File: src/rtl/slps_pkg.sv
// slps_pkg: shared types, mode codes and timing constants for the status LED
// pattern sequencer. No dependencies; imported by every rtl module of the block.
`default_nettype none
package slps_pkg;

   // display mode codes (codes 6 and 7 behave like init)
   localparam logic [2:0] MODE_INIT      = 3'd0;
   localparam logic [2:0] MODE_CHECK     = 3'd1;
   localparam logic [2:0] MODE_UPGRADING = 3'd2;
   localparam logic [2:0] MODE_DONE      = 3'd3;
   localparam logic [2:0] MODE_JUMP      = 3'd4;
   localparam logic [2:0] MODE_ERROR     = 3'd5;

   // action codes
   localparam logic ACT_TICK = 1'b0;
   localparam logic ACT_SET  = 1'b1;

   // timer limits
   localparam logic [10:0] PHASE_MAX  = 11'd2047;
   localparam logic [8:0]  TOGGLE_MAX = 9'd511;

   // blink timing in ms
   localparam logic [10:0] CHECK_ON_MS     = 11'd250;
   localparam logic [10:0] CHECK_CYCLE_MS  = 11'd500;
   localparam logic [10:0] UPGRADE_ON_MS    = 11'd100;
   localparam logic [10:0] UPGRADE_CYCLE_MS = 11'd200;

   // sos timing in ms
   localparam logic [10:0] SOS_DOT_MS      = 11'd200;
   localparam logic [10:0] SOS_DASH_MS     = 11'd600;
   localparam logic [10:0] SOS_GAP_MS      = 11'd200;
   localparam logic [10:0] SOS_LETTER_GAP_MS = 11'd600;
   localparam logic [10:0] SOS_WORD_GAP_MS = 11'd2000;
   localparam logic [3:0]  SOS_LAST_POS    = 4'd8;
   localparam logic [3:0]  SOS_POS_C       = 4'd2;
   localparam logic [3:0]  SOS_POS_F       = 4'd5;

   // error mode led0 toggle periods in ms
   localparam logic signed [7:0] ERR_CODE_FAST = -8'sd4;
   localparam logic [8:0] TOGGLE_FAST_MS = 9'd200;
   localparam logic [8:0] TOGGLE_SLOW_MS = 9'd500;

   typedef struct packed {
      logic       action;
      logic [2:0] mode;
   } req_type;

   typedef struct packed {
      logic led0_lit;
      logic led1_lit;
   } rsp_type;

   typedef struct packed {
      logic [2:0]  current_mode;
      logic [10:0] phase_elapsed;
      logic [8:0]  toggle_elapsed;
      logic [3:0]  sos_position;
      logic        sos_lit_phase;
      logic        led0_level;
      logic        led1_level;
   } state_type;

   // elements 3 to 5 of the sos sequence are dashes
   function automatic logic sos_is_dash(input logic [3:0] pos);
      logic dash;
      case (pos) inside
         [4'd3:4'd5]: dash = 1'b1;
         default:     dash = 1'b0;
      endcase
      return dash;
   endfunction

endpackage
`default_nettype wire

File: src/rtl/status_led_pattern_sequencer.sv
// status_led_pattern_sequencer: top level with input stage, pattern state,
// result register and error code register. Depends on slps_pkg and slps_step.
//
// usage
//  - req channel: one beat per event, action tick (1 ms elapsed) or set (new
//    display mode in mode). every req beat yields exactly one rsp beat.
//  - rsp channel: led0_lit / led1_lit, the led levels after that event.
//  - csr port: csr_write_enable writes csr_write_data into the signed error
//    code; -4 selects the fast 200 ms led0 toggle in error mode. write it
//    only while no beat is in flight.
//  - path: a req beat taken from the channel is registered in the input
//    stage, evaluated against the pattern state and then lands in the rsp
//    register, which drives rsp_valid.
//  - throughput: one beat per cycle while rsp_stall is low; the input register,
//    the combinational next-state logic and the rsp register form a two-stage pipeline.
//  - stall: while rsp_stall holds a result, the input stage still takes
//    one more beat; req_stall rises only once both stages are full.
//  - reset: synchronous, active high. mode returns to init, timers to zero,
//    both leds off, error code to 0, both pipeline stages empty.
`default_nettype none
module status_led_pattern_sequencer import slps_pkg::*; (
   input  var logic             clock,
   input  var logic             reset,
   input  var logic             req_valid,
   output logic                 req_stall,
   input  var req_type          req_payload,
   output logic                 rsp_valid,
   input  var logic             rsp_stall,
   output rsp_type              rsp_payload,
   input  var logic             csr_write_enable,
   input  var logic signed [7:0] csr_write_data
);

   // input stage
   logic      in_valid_ff;
   logic      in_valid_in;
   req_type   in_beat_ff;

   // pattern state and result register
   state_type state_ff;
   state_type state_in;
   logic      out_valid_ff;
   logic      out_valid_in;
   rsp_type   out_beat_ff;

   logic signed [7:0] error_code_ff;

   logic out_free;   // rsp register can take a beat this cycle
   logic step_fire;  // input stage moves into the rsp register
   logic req_take;

   assign out_free  = ~out_valid_ff | ~rsp_stall;
   assign step_fire = in_valid_ff & out_free;
   assign req_stall = in_valid_ff & ~out_free;
   assign req_take  = req_valid & ~req_stall;

   assign in_valid_in  = req_take | (in_valid_ff & ~step_fire);
   assign out_valid_in = step_fire | (out_valid_ff & rsp_stall);

   slps_step u_step (
      .state_cur  (state_ff),
      .req        (in_beat_ff),
      .error_code (error_code_ff),
      .state_nxt  (state_in)
   );

   always_ff @(posedge clock) begin
      if (reset) begin
         in_valid_ff   <= 1'b0;
         out_valid_ff  <= 1'b0;
         error_code_ff <= '0;
         state_ff      <= '{current_mode: MODE_INIT, phase_elapsed: '0,
                            toggle_elapsed: '0, sos_position: '0,
                            sos_lit_phase: 1'b1, led0_level: 1'b0,
                            led1_level: 1'b0};
      end else begin
         in_valid_ff  <= in_valid_in;
         out_valid_ff <= out_valid_in;
         if (csr_write_enable) begin
            error_code_ff <= csr_write_data;
         end
         // state only advances when the beat's result has a place to go
         if (step_fire) begin
            state_ff <= state_in;
         end
      end
   end

   // payload registers, no reset
   always_ff @(posedge clock) begin
      if (req_take) begin
         in_beat_ff <= req_payload;
      end
      if (step_fire) begin
         out_beat_ff <= '{led0_lit: state_in.led0_level, led1_lit: state_in.led1_level};
      end
   end

   assign rsp_valid   = out_valid_ff;
   assign rsp_payload = out_beat_ff;

   // sos position never leaves the nine-element sequence
   a_sos_pos_range: assert property (@(posedge clock) disable iff (reset)
      state_ff.sos_position <= SOS_LAST_POS)
      else $error("sos position out of range");

   // a set beat clears both timers and darkens both leds
   a_set_clears: assert property (@(posedge clock) disable iff (reset)
      (step_fire && in_beat_ff.action == ACT_SET) |=>
      (state_ff.phase_elapsed == '0 && state_ff.toggle_elapsed == '0 &&
       !rsp_payload.led0_lit && !rsp_payload.led1_lit))
      else $error("set beat did not restart pattern");

   // a tick in jump mode yields dark leds
   a_jump_dark: assert property (@(posedge clock) disable iff (reset)
      (step_fire && in_beat_ff.action == ACT_TICK && state_ff.current_mode == MODE_JUMP)
      |=> (rsp_valid && !rsp_payload.led0_lit && !rsp_payload.led1_lit))
      else $error("jump mode lit an led");

   // a held input beat keeps its payload until it moves on
   a_in_hold: assert property (@(posedge clock) disable iff (reset)
      (in_valid_ff && !step_fire) |=> (in_valid_ff && $stable(in_beat_ff)))
      else $error("input stage lost a beat");

endmodule
`default_nettype wire

File: src/rtl/slps_step.sv
// slps_step: combinational next-state logic for one input beat.
// Depends on slps_pkg.
`default_nettype none
module slps_step import slps_pkg::*; (
   input  var state_type        state_cur,
   input  var req_type          req,
   input  var logic signed [7:0] error_code,
   output state_type            state_nxt
);

   logic [10:0] phase_inc;
   logic [8:0]  toggle_inc;
   logic [10:0] on_ms;
   logic [10:0] cycle_ms;
   logic [10:0] lit_ms;
   logic [10:0] gap_ms;
   logic [8:0]  period_ms;
   state_type   sos_st;

   // saturating timers
   assign phase_inc  = (state_cur.phase_elapsed < PHASE_MAX) ?
                       11'(state_cur.phase_elapsed + 11'd1) : state_cur.phase_elapsed;
   assign toggle_inc = (state_cur.toggle_elapsed < TOGGLE_MAX) ?
                       9'(state_cur.toggle_elapsed + 9'd1) : state_cur.toggle_elapsed;

   assign on_ms    = (state_cur.current_mode == MODE_CHECK) ? CHECK_ON_MS : UPGRADE_ON_MS;
   assign cycle_ms = (state_cur.current_mode == MODE_CHECK) ? CHECK_CYCLE_MS
                                                            : UPGRADE_CYCLE_MS;

   assign lit_ms = sos_is_dash(state_cur.sos_position) ? SOS_DASH_MS : SOS_DOT_MS;

   always_comb begin
      if (state_cur.sos_position == SOS_POS_C || state_cur.sos_position == SOS_POS_F) begin
         gap_ms = SOS_LETTER_GAP_MS;
      end else if (state_cur.sos_position == SOS_LAST_POS) begin
         gap_ms = SOS_WORD_GAP_MS;
      end else begin
         gap_ms = SOS_GAP_MS;
      end
   end

   assign period_ms = (error_code == ERR_CODE_FAST) ? TOGGLE_FAST_MS : TOGGLE_SLOW_MS;

   // error mode: sos on led1, free toggle on led0
   always_comb begin
      sos_st                = state_cur;
      sos_st.phase_elapsed  = phase_inc;
      sos_st.toggle_elapsed = toggle_inc;
      if (state_cur.sos_lit_phase) begin
         sos_st.led1_level = 1'b1;
         if (phase_inc >= lit_ms) begin
            sos_st.led1_level    = 1'b0;
            sos_st.sos_lit_phase = 1'b0;
            sos_st.phase_elapsed = '0;
         end
      end else if (phase_inc >= gap_ms) begin
         sos_st.sos_position  = (state_cur.sos_position == SOS_LAST_POS) ?
                                4'd0 : 4'(state_cur.sos_position + 4'd1);
         sos_st.sos_lit_phase = 1'b1;
         sos_st.phase_elapsed = '0;
      end
      if (toggle_inc >= period_ms) begin
         sos_st.led0_level     = ~state_cur.led0_level;
         sos_st.toggle_elapsed = '0;
      end
   end

   always_comb begin
      state_nxt = state_cur;
      if (req.action == ACT_SET) begin
         state_nxt.current_mode   = req.mode;
         state_nxt.phase_elapsed  = '0;
         state_nxt.toggle_elapsed = '0;
         state_nxt.sos_position   = '0;
         state_nxt.sos_lit_phase  = 1'b1;
         state_nxt.led0_level     = 1'b0;
         state_nxt.led1_level     = 1'b0;
      end else begin
         state_nxt.phase_elapsed  = phase_inc;
         state_nxt.toggle_elapsed = toggle_inc;
         unique case (state_cur.current_mode) inside
            MODE_CHECK, MODE_UPGRADING: begin
               if (phase_inc >= on_ms) begin
                  state_nxt.led0_level = 1'b1;
                  if (phase_inc >= cycle_ms) begin
                     state_nxt.led0_level    = 1'b0;
                     state_nxt.phase_elapsed = '0;
                  end
               end
               state_nxt.led1_level = 1'b0;
            end
            MODE_DONE: begin
               state_nxt.led0_level = 1'b1;
               state_nxt.led1_level = 1'b0;
            end
            MODE_JUMP: begin
               state_nxt.led0_level = 1'b0;
               state_nxt.led1_level = 1'b0;
            end
            MODE_ERROR: begin
               state_nxt = sos_st;
            end
            default: begin
               state_nxt.led0_level = 1'b1;
               state_nxt.led1_level = 1'b1;
            end
         endcase
      end
   end

endmodule
`default_nettype wire
File: config.mk
export PLATFORM = sky130hd
export DESIGN_NAME = status_led_pattern_sequencer
export DESIGN_NICKNAME = d
export VERILOG_FILES = /design/src/rtl/slps_pkg.sv /design/src/rtl/status_led_pattern_sequencer.sv /design/src/rtl/slps_step.sv
export SDC_FILE = /design/constraint.sdc
export NUM_CORES = 1
export LEC_CHECK = 0
export BUFFER_PORTS_ARGS = -buffer_cell sky130_fd_sc_hd__buf_4
export CORE_MARGIN = 4
export CORE_UTILIZATION = 61
export DETAILED_ROUTE_END_ITERATION = 16
export PLACE_DENSITY = 0.8
export SYNTH_ARGS = -nofsm -noshare
export SYNTH_HDL_FRONTEND = slang
export SYNTH_SLANG_ARGS = --single-unit
File: constraint.sdc
create_clock -name clock -period 4.3 [get_ports clock]
set_clock_uncertainty 0.1 [all_clocks]
set_input_delay 0.43 -clock clock [delete_from_list [all_inputs] [get_ports clock]]
set_output_delay 0.43 -clock clock [all_outputs]
set_load 0.01 [all_outputs]
# [Yosys cells after proc, flatten, opt, wreduce, memory -nomap -nowiden]
# Cells that the tools add are included.
[totals] register_bits=46 latchBits=0 mem_bits_rw=0 mem_bits_ro=0 inputBits=17 out_inout_bits=4 wordCells=86 mem_count=0
[classes] addsub=3 n_mul=0 div_mod_pow=0 magnitude_cmp=9 n_eq_ne=10 n_shift=0 n_mux=28 n_bitwise=14 n_reduce_logical=8
[op_table] op="$mux W11" count=8
[op_table] op="$ge A11 B11 Y1" count=4
[op_table] op="$mux W9" count=4
[op_table] op="$mux W27" count=1
[op_table] op="$pmux W11 S2" count=1
[op_table] op="$mux W14" count=1
[op_table] op="$add A11 B1 Y11 const B" count=1
[op_table] op="$lt A11 B11 Y1 const B" count=1
[op_table] op="$mux W10" count=1
[op_table] op="$add A9 B1 Y9 const B" count=1
[op_table] op="$ge A9 B9 Y1" count=1
[op_table] op="$lt A9 B9 Y1 const B" count=1
[op_table] op="$eq A8 B3 Y1 const B" count=1
[op_table] op="$mux W4" count=2
[op_table] op="$mux W8" count=1
[op_table] op="$pmux W2 S4" count=1
[op_table] op="$mux W1" count=7
[op_table] op="$eq A3 B2 Y1 const B" count=2
[op_table] op="$eq A3 B3 Y1 const B" count=2
[op_table] op="$not A1 Y1" count=6
[op_table] op="$and A1 B1 Y1" count=5
[op_table] op="$mux W5" count=1
[op_table] op="$add A4 B1 Y4 const B" count=1
[op_table] op="$eq A4 B2 Y1 const B" count=1
[op_table] op="13 further kinds" count=17

# [Logic depth before layout (Yosys ltp)]
[depth] ltp_word=9 mapped_depth=14 depth_no_buf=13

# [By module]
# A second synthesis with hierarchy kept.
[hier_totals] hier_cells=431 hier_area_um2=3673.5
[modules_own_cells] module="status_led_pattern_sequencer" n_inst=1 cells_per_inst=171 area_per_inst_um2=1889.3
[modules_own_cells] module="slps_step" n_inst=1 cells_per_inst=260 area_per_inst_um2=1784.2

# [Worst setup path after synthesis]
# Ideal clock, no wire load.
[synth_path] kind="reg-to-reg" startpoint="register state_ff[16] in the netlist's numbering" endpoint="register state_ff[19] in the netlist's numbering" setup_ns=0.117 t_arrival_ns=3.009 required_time_ns=4.083 setup_slack_ns=1.074 stages_incl_launch_ff=13 n_path_buf=0 period_less_slack_ns=3.226 path_cell_list="dfxtp_1 ha_1 and3_1 and4_1 nor3_1 inv_1 ha_1 nand4_1 or4_1 o22a_2 a41oi_2 o22ai_4 a22o_1"
[synth_between] elab_chain_cells=7 word_cells_on_any_way=14 classes_between="add/sub (1); order compare (5); mux (8)"
[synth_lines] item="start: declaration" line="status_led_pattern_sequencer.sv:40" text="state_type state_ff;"
[synth_lines] item="start signal: assignment" line="status_led_pattern_sequencer.sv:72" text="state_ff <= '{current_mode: MODE_INIT, phase_elapsed: '0,"
[synth_lines] item="start signal: assignment" line="status_led_pattern_sequencer.sv:84" text="state_ff <= state_in;"
[synth_lines] item="$add A11 B1 Y11 / $lt A11 B11 Y1 (equally long branches)" line="slps_step.sv:22, slps_step.sv:21"
[synth_lines] item="$mux W11 (*)" line="slps_step.sv:21" text="assign phase_inc = (state_cur.phase_elapsed < PHASE_MAX) ?"
[synth_lines] item="$ge A11 B11 Y1, on equally long branches" line="slps_step.sv:56, slps_step.sv:51, slps_step.sv:85"
[synth_lines] item="$mux W11, on equally long branches" line="slps_step.sv:56, slps_step.sv:51, slps_step.sv:85"
[synth_lines] item="$mux W11, on equally long branches" line="slps_step.sv:49, slps_step.sv:83"
[synth_lines] item="$pmux W11 S2 (*)" line="slps_step.sv:81" text="unique case (state_cur.current_mode) inside"
[synth_lines] item="$mux W27 (*)" line="slps_step.sv:70" text="if (req.action == ACT_SET) begin"
# Every way passes the cells marked *; elsewhere a longest branch is shown, timed or not.
# A chain may end at the register's enable or synchronous reset.

==> impl_metrics.tcl <==
set metrics [dict create \
    cts_inserted_buffers 5 \
    die_width_um 80.1 \
    root_buffer "clkbuf_8" \
    die-area_mm2 0.00641 \
    initial_core_util_pct 64.9 \
    crit_path_cell_trace "and4_1 -> nand3_1 -> nand2_1 -> xnor2_1 -> ha_1 -> or3b_2 -> o21ai_0 -> a311oi_1 -> a311oi_1 -> mux2i_1 -> and2_1 -> o32ai_1" \
    drive_gt1_share_pct 10.3 \
    synth_most_common_cell "nor2_1" \
    dr.pass1.iters 4 \
    coreArea_mm2 0.00488 \
    timing.critical_path.mode_cell "a311oi_1" \
    synth_edf_count 6 \
    fin_util_pct 70.8 \
    wl_per_cell_um 15.6 \
    p_total_mw 0.910 \
    io_buffers 20 \
    n_antenna_cell 0 \
    die_h_um 80.1 \
    grt_pass1_wl_um 12200 \
    drv_slew 0 \
    drtIter0Drc 196 \
    grt_use_total_pct 23.7 \
    peakVddDrop_mv 0.159 \
    arrival_ps 3900 \
    tns_ps 0 \
    slew_headroom_pct 43.5 \
    post-route-drc-count 0 \
    grt_overflow 0 \
    cts-htree-levels 2 \
    max_slew.worst_pin.slew_ps 844 \
    synth_top_area_share_pct 25.3 \
    path_class "reg -> reg" \
    r2r_cells 12 \
    reg2reg_slack_ps 420 \
    synth_fp_nets 424 \
    status "finished clean" \
    cts_tree "built" \
    max_cap_viol_count 0 \
    grt_pass1_vias 2663 \
    period_share_pct 90.3 \
    crit_required_ps 4310 \
    period_needed_ps 3880 \
    cpPeakStageDelay_ps 490 \
    row_count 25 \
    netlist_top_cells_area "dfxtp_1, ha_1, edfxtp_1" \
    endpoint_kind "register" \
    min_path_type "in -> reg" \
    r2r-start "state_ff[23]" \
    max_freq_mhz 257 \
    hpwl_um 5380 \
    powerDensity_mw_per_mm2 264 \
    num-fill-cells 413 \
    synth.avg_cell_area_um2 8.41 \
    path_max_fanout 9 \
    wirelength_um 7080 \
    synth_top_cell_by_area "dfxtp_1" \
    postCtsSetupRepairBufs 0 \
    cts_hold_buf 0 \
    hold_viol 0 \
    antenna_left 0 \
    cp_slowest_cell "or3b_2" \
    worstHoldPathCells 1 \
    nets 434 \
    place_congestion 0.891 \
    r2r-end "rsp_payload[1]" \
    cts_sinks 46 \
    setup_viol 0 \
    vias 2856 \
    rsz0062_at_grt "no" \
    antenna_found_initial 0 \
    ys_warn_count 0 \
    insertion_delay_ps 300 \
    num_io_pins 21 \
    clk_pin_slew_ps 90 \
    p_leak_nw 1.41 \
    hp-start "req_payload[3]" \
    grt_max_degree 34 \
    ys_seq_elements 46 \
    synth_top_cells_by_count "nor2_1, dfxtp_1, ha_1, a21oi_1, nand2_1" \
    synthCells 377 \
    ys_seq_area_share_pct 31.0 \
    yosysUniqueCellTypes 64 \
    start_kind "register" \
    clockBufferDepth 2 \
    synth_ff_type "dfxtp_1" \
    syn_to_final_growth_pct 8.96 \
    synthArstFlopShare_pct 0 \
    synth_area_mm2 0.00317 \
    vias_per_cell 6.28 \
    post_cts_resized 0 \
    holdPathEnd "in_beat_ff[3]" \
]
power breakdown:
group | internal, mW | switching [mW] | total, mW
Combinational | 0.0323 | 0.0407 | 0.0729
Sequential | 0.448 | 0.0101 | 0.458
Clock | 0.230 | 0.149 | 0.379
worst max path at each step:
stage,start,endpoint,slack (ps),cells after the start
after floorplan,state_ff[16],state_ff[19],1070,12
after global placement,state_ff[23],rsp_payload[1],510,12
after detailed placement,state_ff[16],rsp_payload[1],510,12
after CTS,state_ff[23],rsp_payload[1],510,12
after global routing,state_ff[16],rsp_payload[1],190,12
final,state_ff[23],rsp_payload[1],420,12
sequential cells by signal (all words and copies together), names as in the netlist:
name	cells
state_ff	30
error_code_ff	8
in_beat_ff	4
rsp_payload	2
in_valid_ff	1
rsp_valid	1
cell families after synthesis:
logic type / synth area share, %
compound gates: 22.5
xor+xnor: 1.11
fa+ha+maj: 11.8
buf+inv: 4.74
flops: 31.0
mux: 3.47
simple gates: 25.3
layer usage:
metal  GRT usage (%)  vias to the layer above  wire, um
li1                -                     1416         -
met5               0                        -         0
met3            4.60                       15       313
met1            30.8                     1350      3230
met4            8.45                        0       148
met2            39.1                       75      3390
per-stage QoR:
step | instance area, um^2 | hold slack [ps] | worst slack (ps) | std cells
after global routing | 3450 | 179 | 186 | 455
final | 3450 | 196 | 416 | 455
after detailed placement | 3320 | 376 | 508 | 447
after CTS | 3450 | 186 | 505 | 455
after floorplan | 3170 | 350 | 1070 | 377
after global placement | 3320 | 365 | 506 | 447
worst max-delay path: cells and delay by family (launching register included):
family	cells	cell delay, ps
compound gates	4	1030
simple gates	5	1460
fa+ha+maj	1	280
xor+xnor	1	160
mux	1	170
flops	1	480
placed cells by master, fill, tap and decap left out, types with 11 or more instances in the layout:
cell / count
mux2i_1: 11
nor2_1: 46
nand2_1: 25
buf_4: 20
o21ai_0: 11
ha_1: 30
a21oi_1: 27
inv_1: 18
a22o_1: 11
dfxtp_1: 40
nand3_1: 16
area by class of cell:
cell class                 count  area, um^2  area share, %
multi-input combinational    296        2040           59.0
sequential                    46         981           28.4
timing repair buffer          20         150           4.35
tap                           67        83.8           2.43
clock buffer                   5        68.8           1.99
inverter                      18        67.6           1.96
clock inverter                 3        63.8           1.85
No activity file was read; power rests on OpenSTA's default activity.
